## config.mk

```make
export PLATFORM = sky130hd
export DESIGN_NAME = jhs_out_fifo
export DESIGN_NICKNAME = d
export VERILOG_FILES = /design/src/rtl/core/jacobi_heat_stencil_sweep_macros.svh /design/src/rtl/core/jhs_pkg.sv /design/src/rtl/core/jhs_out_fifo.sv
export SDC_FILE = /design/constraint.sdc
export NUM_CORES = 1
export LEC_CHECK = 0
export ABC_AREA = 1
export BUFFER_PORTS_ARGS = -buffer_cell sky130_fd_sc_hd__buf_2
export CAP_MARGIN = 20
export CORE_ASPECT_RATIO = 0.75
export CORE_MARGIN = 2
export CORE_UTILIZATION = 35
export CTS_CLUSTER_DIAMETER = 150
export DETAILED_ROUTE_END_ITERATION = 8
export GPL_TIMING_DRIVEN = 0
export PLACE_DENSITY_LB_ADDON = 0.15
export SLEW_MARGIN = 20
export SYNTH_ARGS = -nofsm -noshare
export SYNTH_HDL_FRONTEND = slang
export SYNTH_SLANG_ARGS = --single-unit
```

## constraint.sdc

```tcl
create_clock -name clk -period 3.2 [get_ports clk]
set_input_delay 0.32 -clock clk [delete_from_list [all_inputs] [get_ports clk]]
set_output_delay 0.32 -clock clk [all_outputs]
set_load 0.05 [all_outputs]
```

## src/rtl/core/jacobi_heat_stencil_sweep_macros.svh

```systemverilog
// Assertion macros shared by the stencil sweep RTL.
`ifndef JACOBI_HEAT_STENCIL_SWEEP_MACROS_SVH
`define JACOBI_HEAT_STENCIL_SWEEP_MACROS_SVH

// Same-cycle implication, checked on clk, off during rst.
`define JHS_ASSERT_NOW(lbl, ante, cons, msg) \
  lbl: assert property (@(posedge clk) disable iff (rst) (ante) |-> (cons)) \
    else $error(msg);

// Next-cycle implication, checked on clk, off during rst.
`define JHS_ASSERT_NEXT(lbl, ante, cons, msg) \
  lbl: assert property (@(posedge clk) disable iff (rst) (ante) |=> (cons)) \
    else $error(msg);

`endif

```

## src/rtl/core/jhs_pkg.sv

```systemverilog
// Package: types and constants of the Jacobi stencil sweep.
package jhs_pkg;

  localparam int MAX_ROW_LENGTH_DEF = 128;
  localparam int MIN_EXTENT         = 3;
  localparam int OUT_DEPTH          = 8;
  localparam int OUT_PTR_W          = $clog2(OUT_DEPTH);
  localparam int OUT_CNT_W          = OUT_PTR_W + 1;

  localparam logic [7:0]  ROW_LENGTH_RESET = 8'd100;
  localparam logic [15:0] ROW_TOTAL_RESET  = 16'd100;

  localparam logic CFG_ROW_LENGTH = 1'b0;
  localparam logic CFG_ROW_TOTAL  = 1'b1;

  typedef logic signed [31:0] sample_t;

  typedef struct packed {
    sample_t cell_value;
    logic    frame_end;
  } result_t;

  typedef struct packed {
    logic    lo_valid;
    result_t lo;
    logic    hi_valid;
    result_t hi;
  } push_t;

endpackage

```

## src/rtl/core/jhs_out_fifo.sv

```systemverilog
// Result queue: up to two pushes and one pop per cycle.
module jhs_out_fifo (
  input  logic                       clk,
  input  logic                       rst,
  input  jhs_pkg::push_t             push,
  input  logic                       pop_ready,
  output logic                       head_valid,
  output jhs_pkg::result_t           head,
  output logic [jhs_pkg::OUT_CNT_W-1:0] count
);
  import jhs_pkg::*;

  result_t                mem [OUT_DEPTH];
  logic [OUT_PTR_W-1:0]   wp;
  logic [OUT_PTR_W-1:0]   rp;
  logic [OUT_PTR_W-1:0]   wp_next;
  logic [OUT_PTR_W-1:0]   rp_next;
  logic [OUT_CNT_W-1:0]   count_next;
  logic                   pop;

  assign head_valid = (count != '0);
  assign head       = mem[rp];
  assign pop        = head_valid && pop_ready;

  always_comb begin
    wp_next    = wp + OUT_PTR_W'(push.lo_valid) + OUT_PTR_W'(push.hi_valid);
    rp_next    = rp + OUT_PTR_W'(pop);
    count_next = count + OUT_CNT_W'(push.lo_valid) + OUT_CNT_W'(push.hi_valid)
                 - OUT_CNT_W'(pop);
  end

  always_ff @(posedge clk) begin
    if (push.lo_valid) begin
      mem[wp] <= push.lo;
    end
    if (push.hi_valid) begin
      mem[wp + OUT_PTR_W'(1)] <= push.hi;
    end
  end

  always_ff @(posedge clk) begin
    if (rst) begin
      wp    <= '0;
      rp    <= '0;
      count <= '0;
    end else begin
      wp    <= wp_next;
      rp    <= rp_next;
      count <= count_next;
    end
  end

endmodule

```

### Word level (Yosys, flattened, before mapping)

Memories as Yosys holds them, arrays and structs flattened. A register that Yosys moved wholly into a read port is not among the register bits.
Cells that the tools add are included.

* register bits: 10
* memory bits (writable): 264
* input bits: 71
* output and inout port bits: 38
* logic and storage cells: 18
* memories: 1

Memories
* mem: words 8, width 33, rd ports 1, clocked after Yosys merged registers in 1, write ports 2, RTL line jhs_out_fifo.sv:13 `result_t mem [OUT_DEPTH];`

* add/sub/neg operators: 7
* multiplexer cells: 5
* reductions and logical operators: 2

Operators by type and width (number)
* $add A3 B1 Y3: 3
* $add A4 B1 Y4: 2
* $mux W1: 4
* $reduce_bool A4 Y1: 1
* $sub A4 B1 Y4: 1
* $add A3 B1 Y3 const B: 1
* $mux W3: 1
* $logic_and A1 B1 Y1: 1

### Logic depth before layout (Yosys ltp)

Gate-level depths: netlist of run 1.

* depth after elaboration: 4
* mapped depth: 10
* gate-level depth less buffers: 10

### Worst setup path before layout of run 1

Ideal clock, no wire load.

* path type: register to register
* start point: reg wp[0]
* end point: mem mem[3][0] in the netlist's numbering (enable)
* arrival time: 2.896 ns
* data required time: 2.731 ns
* setup slack: -0.165 ns
* cell stages (with the launch flop): 3
* path buffers: 0
* period minus slack after synthesis: 3.365 ns
* path through: dfxtp_1 -> nand2_1 -> o21ai_0

RTL lines
* start: declaration: RTL line jhs_out_fifo.sv:14 `logic [OUT_PTR_W-1:0] wp;`
* start signal: assignment: RTL line jhs_out_fifo.sv:47 `wp <= wp_next;`
* end: declaration: RTL line jhs_out_fifo.sv:13

==> impl_metrics.json, run 1 <==
{
  "synth_nets": 2284,
  "cts.sinks": 274,
  "io_buffer_count": 41,
  "setup.worst_path.start": "rp[1]",
  "clkTransAtPathRegs_ns": 0.06,
  "skew_ns": 0.0169,
  "synth_cells": 2202,
  "grt_pass1_wl_um": 95200,
  "fin_hold_ws_ns": 0.170,
  "cts.path.max_buffers": 3,
  "yosysWarnings": 0,
  "finalSetupViolCount": 0,
  "syn_area_um2": 16800,
  "clk_latency_ns": 0.54,
  "drv_slew": 0,
  "fillerInstances": 4813,
  "power_density_nw_per_um2": 759,
  "core_area_um2": 47400,
  "critPathMaxFanout": 10,
  "start_kind": "flop",
  "min_from": "push[45]",
  "synth_seq_cells": 274,
  "drive_gt1_frac": 0.125,
  "yosysUniqueCellTypes": 23,
  "avgViaCountPerCell": 5.30,
  "place_congestion": 0.891,
  "postPlaceCellArea_um2": 18300,
  "initial_core_util": 0.355,
  "routedWlPerCell_um": 22.0,
  "max_freq_mhz": 325,
  "drt_pre_antenna_iters": 6,
  "critical_path_class": "reg -> out",
  "min_path_type": "in -> reg",
  "vias": 15700,
  "dp_slack_ns": 0.556,
  "antenna_left": 0,
  "grt_pass1_vias": 14500,
  "status": "finished clean",
  "overflow": 0,
  "yosysSeqAreaShare": 0.483,
  "drtIter0Drc": 1935,
  "finalInstanceArea_um2": 19400,
  "maxCapViolations": 0,
  "power.leakage_nw": 9.42,
  "num_io_pins": 109,
  "die_x_um": 257,
  "dieArea_um2": 49800,
  "root_buffer": "clkbuf_16",
  "rows": 69,
  "layout_setup_ws_ns": 0.124,
  "layout.cells.non_filler": 2958,
  "cts-htree-levels": 2,
  "dp_hpwl_um": 45400,
  "slew_headroom": 0.336,
  "avgSynthCellArea_um2": 7.64,
  "die_h_um": 194,
  "drcViolationCount": 0,
  "finalCritPeriodShare": 0.961,
  "fin_setup_tns_ns": 0,
  "finalWirelength_um": 65200,
  "postCtsHoldBufs": 0,
  "ir_worst_vdd_v": 0.000346,
  "antenna_found_initial": 3,
  "required_ns": 2.88,
  "worst_pin_slew_ns": 0.996,
  "r2r-start": "wp[0]",
  "placed_cells": 2895,
  "hold_violations": 0,
  "end_kind": "output pin",
  "final_nets": 2374,
  "cts_made_buffers": 34,
  "cp.arrival_ns": 2.76,
  "grt_usage": 0.257,
  "cts_tree": "built",
  "area_delta_synth_final_pct": 15.4,
  "rsz0062_at_grt": "no",
  "period_needed_ns": 3.08,
  "grt_max_degree": 19
}
-- layout make-up --
| cell class | count | area (um^2) | area share |
|---|---|---|---|
| Antenna cell | 3 | 7.51 | 0.000387 |
| Sequential cell | 274 | 8130 | 0.419 |
| Buffer | 226 | 1250 | 0.0645 |
| Tap cell | 639 | 800 | 0.0412 |
| Clock buffer | 48 | 987 | 0.0509 |
| Clock inverter | 12 | 129 | 0.00664 |
| Inverter | 287 | 1080 | 0.0556 |
| Timing Repair Buffer | 54 | 563 | 0.0290 |
| Multi-Input combinational cell | 1415 | 6450 | 0.333 |
-- cells in the final DEF (no fill, tap or decap), drive strengths merged --
master  netlist  routed
ha            8       8
fa            3       3
nand4       264     264
nor2         12      12
buf         189     239
a21oi         2       2
bufinv        0       3
a21boi        1       1
clkinv        1      10
dfxtp        10      10
nand2       972     972
diode         0       3
clkbuf       37      89
edfxtp      264     264
inv         286     286
nand3       142     142
o21ai         8       8
xnor2         3       3
-- synth_stat cells (all sizes together) --
| cell | n | area (um^2) |
|---|---|---|
| o21ai | 8 | 40.0 |
| a21boi | 1 | 7.51 |
| dfxtp | 10 | 200 |
| edfxtp | 264 | 7930 |
| clkinv | 1 | 5.00 |
| fa | 3 | 60.1 |
| nand4 | 264 | 1650 |
| nand2 | 972 | 3660 |
| nor2 | 12 | 52.6 |
| nand3 | 142 | 751 |
| xnor2 | 3 | 26.3 |
| ha | 8 | 100 |
| buf | 189 | 1110 |
| a21oi | 2 | 10.0 |
| clkbuf | 37 | 139 |
| inv | 286 | 1070 |
-- report_power, final --
| part | internal [mW] | switching, mW | total [mW] |
|---|---|---|---|
| clock network | 2.39 | 1.60 | 3.99 |
| registers | 4.43 | 0.112 | 4.54 |
| logic | 1.48 | 4.71 | 6.20 |
| total | 8.30 | 6.43 | 14.7 |
-- cells by family after synthesis --
logic type | after synthesis | synth area share
AOI/OAI and AO/OA | 11 | 0.00342
adders and majority gates | 11 | 0.00953
and+or+nand+nor | 1390 | 0.364
DFF | 274 | 0.483
buffers and inverters | 513 | 0.138
xor gates and xnor gates | 3 | 0.00156
-- routing by layer --
layer | global-route usage | part of all wire | vias to the layer above
li1 | - | - | 7308
met1 | 0.376 | 0.44 | 7411
met2 | 0.383 | 0.42 | 852
met3 | 0.0542 | 0.11 | 111
met4 | 0.0717 | 0.026 | 0
met5 | 0 | 0 | -
-- final timing paths --
check / endpoint / slack, ns / depth (start not counted)
worst max-delay path: head[21] / 0.12 / 8
worst min register to register: rp[0] / 0.59 / 3
worst min-delay path: mem[0][11] / 0.17 / 3
worst max register to register: mem[6][23] / 0.46 / 7
-- what timing repair did --
action,in CTS,in global routing
setup buffers,0,0
setup endpoints to repair,1,20
resized for setup,1,4
-- state kept, by name, summed over array words and instances, names as in the netlist --
signal  flops
count       4
mem       264
rp          3
wp          3
-- through the flow --
| step | total power, mW | util |
|---|---|---|
| after floorplan | 8.56 | - |
| after global placement | 10.5 | 0.376 |
| after detailed placement | 10.7 | 0.385 |
| after CTS | 14.7 | 0.409 |
| after global routing | 15.3 | 0.409 |
| final | 14.7 | 0.409 |
-- worst max-delay path, cell delays in order (launching register included) --
cell	delay (ns)
dfxtp_1	0.46
inv_1	0.17
buf_2	0.28
buf_1	0.59
nand3_1	0.14
nand2_1	0.08
nand2_1	0.10
nand2_1	0.14
buf_2	0.27
Power figures use the tool's default switching activity.
==> run 2: changes to the inputs <==
Settings changed: CORE_UTILIZATION 35 to 24.
==> impl_metrics.json, run 2 (same netlist as run 1, synthesis figures left out) <==
{
  "slew_headroom": 0.417,
  "die_h_um": 233,
  "routedWlPerCell_um": 21.7,
  "reg2reg_setup_slack_ns": 0.48,
  "skew_ns": 0.0214,
  "place_congestion": 0.838,
  "dp_hpwl_um": 50700,
  "drtIter0Drc": 1483,
  "fillerInstances": 7545,
  "r2r-start": "wp[0]",
  "hold_end": "mem[2][12]",
  "reg2reg_depth": 6,
  "grt_usage": 0.195,
  "overflow": 0,
  "top_regs": "mem: 264 flops, count: 4 flops",
  "finalWirelength_um": 70800,
  "multi_input_area_um2": 6450,
  "rsz0062_at_grt": "no",
  "start_kind": "flop",
  "drive_gt1_frac": 0.124,
  "slowest_stage": "buf_1",
  "initial_core_util": 0.241,
  "cts.sinks": 274,
  "period_needed_ns": 3.12,
  "finalInstanceArea_um2": 19700,
  "power_density_nw_per_um2": 736,
  "mostFrequentLayoutCell": "nand2_1",
  "clk_latency_ns": 0.55,
  "antenna_left": 0,
  "postPlaceCellArea_um2": 18700,
  "max_freq_mhz": 320,
  "drv_slew": 0,
  "rr_endpoint": "mem[2][9]",
  "root_buffer": "clkbuf_16",
  "grt_use_met2": 0.294,
  "grt_max_degree": 20,
  "postCtsSetupBuffers": 0,
  "status": "finished clean",
  "hold_violations": 0,
  "min_from": "push[46]",
  "cp_top_family": "buffers and inverters",
  "avgViaCountPerCell": 4.70,
  "met3_usage": 0.0337,
  "largest_reg_flops": 264,
  "ff_latch_area_um2": 8130,
  "cp_cell_sequence": "inv_1 -> buf_2 -> buf_1 -> nand3_1 -> nand2_1 -> nand2_1 -> nand2_1 -> buf_2",
  "die_x_um": 310,
  "cts.path.max_buffers": 3,
  "grt_pass1_wl_um": 101000,
  "drt_pre_antenna_iters": 5,
  "grt_pass1_vias": 14500,
  "fin_setup_tns_ns": 0,
  "min_path_type": "in -> reg",
  "finalCritPeriodShare": 0.976,
  "cts_made_buffers": 35,
  "io_buffer_count": 41,
  "top_register": "mem",
  "clkTransAtPathRegs_ns": 0.06,
  "end_kind": "output pin",
  "cts-htree-levels": 2,
  "finalSetupViolCount": 0,
  "area_delta_synth_final_pct": 17.2,
  "power.leakage_nw": 9.38,
  "fin_hold_ws_ns": 0.175,
  "dieArea_um2": 72200,
  "crit_path_frequent_cell": "nand2_1",
  "ir_worst_vdd_v": 0.000286,
  "core_area_um2": 69700,
  "required_ns": 2.88,
  "drcViolationCount": 0,
  "antenna_cells": 0,
  "power.total_mw": 14.5,
  "hold_depth": 3,
  "layout.cells.non_filler": 3262,
  "maxCapViolations": 0,
  "cp_num_buf_inv": 4,
  "final_nets": 2377,
  "vias": 15300,
  "antenna_found_initial": 0,
  "rows": 84,
  "final_cell_mix": "nand2_1, inv_1, nand4_1, edfxtp_1, buf_2",
  "grt_busiest_layer": "met2",
  "worst_pin_slew_ns": 0.875,
  "max_stage_delay_ns": 0.63,
  "cp.arrival_ns": 2.80,
  "use_met1": 0.285,
  "cts_tree": "built",
  "critical_path_class": "reg -> out",
  "critPathMaxFanout": 10,
  "num_io_pins": 109,
  "placed_cells": 3204
}
[run 2: routing by layer]
metal  vias to the layer above  wire length, um
met5                         -                0
met4                         0             1630
met3                        90             5060
met2                       565            30100
met1                      7375            34000
li1                       7296                -
[run 2: through the flow]
step	util	worst slack (ns)
after CTS	0.283	0.00672
final	0.283	0.0771
after detailed placement	0.268	0.430
after floorplan	-	-0.165
after global routing	0.283	0.0143
after global placement	0.261	-2.98
[run 2: how the worst max path moves through the flow]
stage / from / endpoint / slack, ns / cells after the start
after global routing: rp[1] / head[30] / 0.01 / 8
after CTS: rp[2] / head[6] / 0.007 / 6
after global placement: wp[0] / mem[7][9] / -2.98 / 2
after floorplan: wp[0] / mem[7][0] / -0.17 / 2
after detailed placement: rp[1] / head[0] / 0.43 / 7
final: rp[1] / head[30] / 0.08 / 8
[run 2: repair_timing]
action	CTS	global route
gates resized for setup	5	3
setup endpoints to repair	7	2
gates cloned	0	0
hold buffers	0	0
[run 2: worst register-to-register path: stages, from the launching register on]
cell	delay, ns
dfxtp_1	0.38
ha_1	0.37
buf_2	0.40
nand3_2	0.37
buf_4	0.32
o21ai_4	0.32
buf_16	0.25
[run 2: power by group]
group,internal [mW],switching [mW]
sequential,4.43,0.109
clock,2.11,1.60
combinational,1.49,4.77
total,8.03,6.48
[run 2: cell type report]
| cell class | instances | share of cell area |
|---|---|---|
| clock buffer | 47 | 0.0472 |
| inverter | 287 | 0.0547 |
| clock inverter | 11 | 0.00400 |
| sequential | 274 | 0.412 |
| timing repair buffer | 56 | 0.0306 |
| tap | 946 | 0.0600 |
| buffer | 226 | 0.0638 |
| multi-input combinational | 1415 | 0.327 |
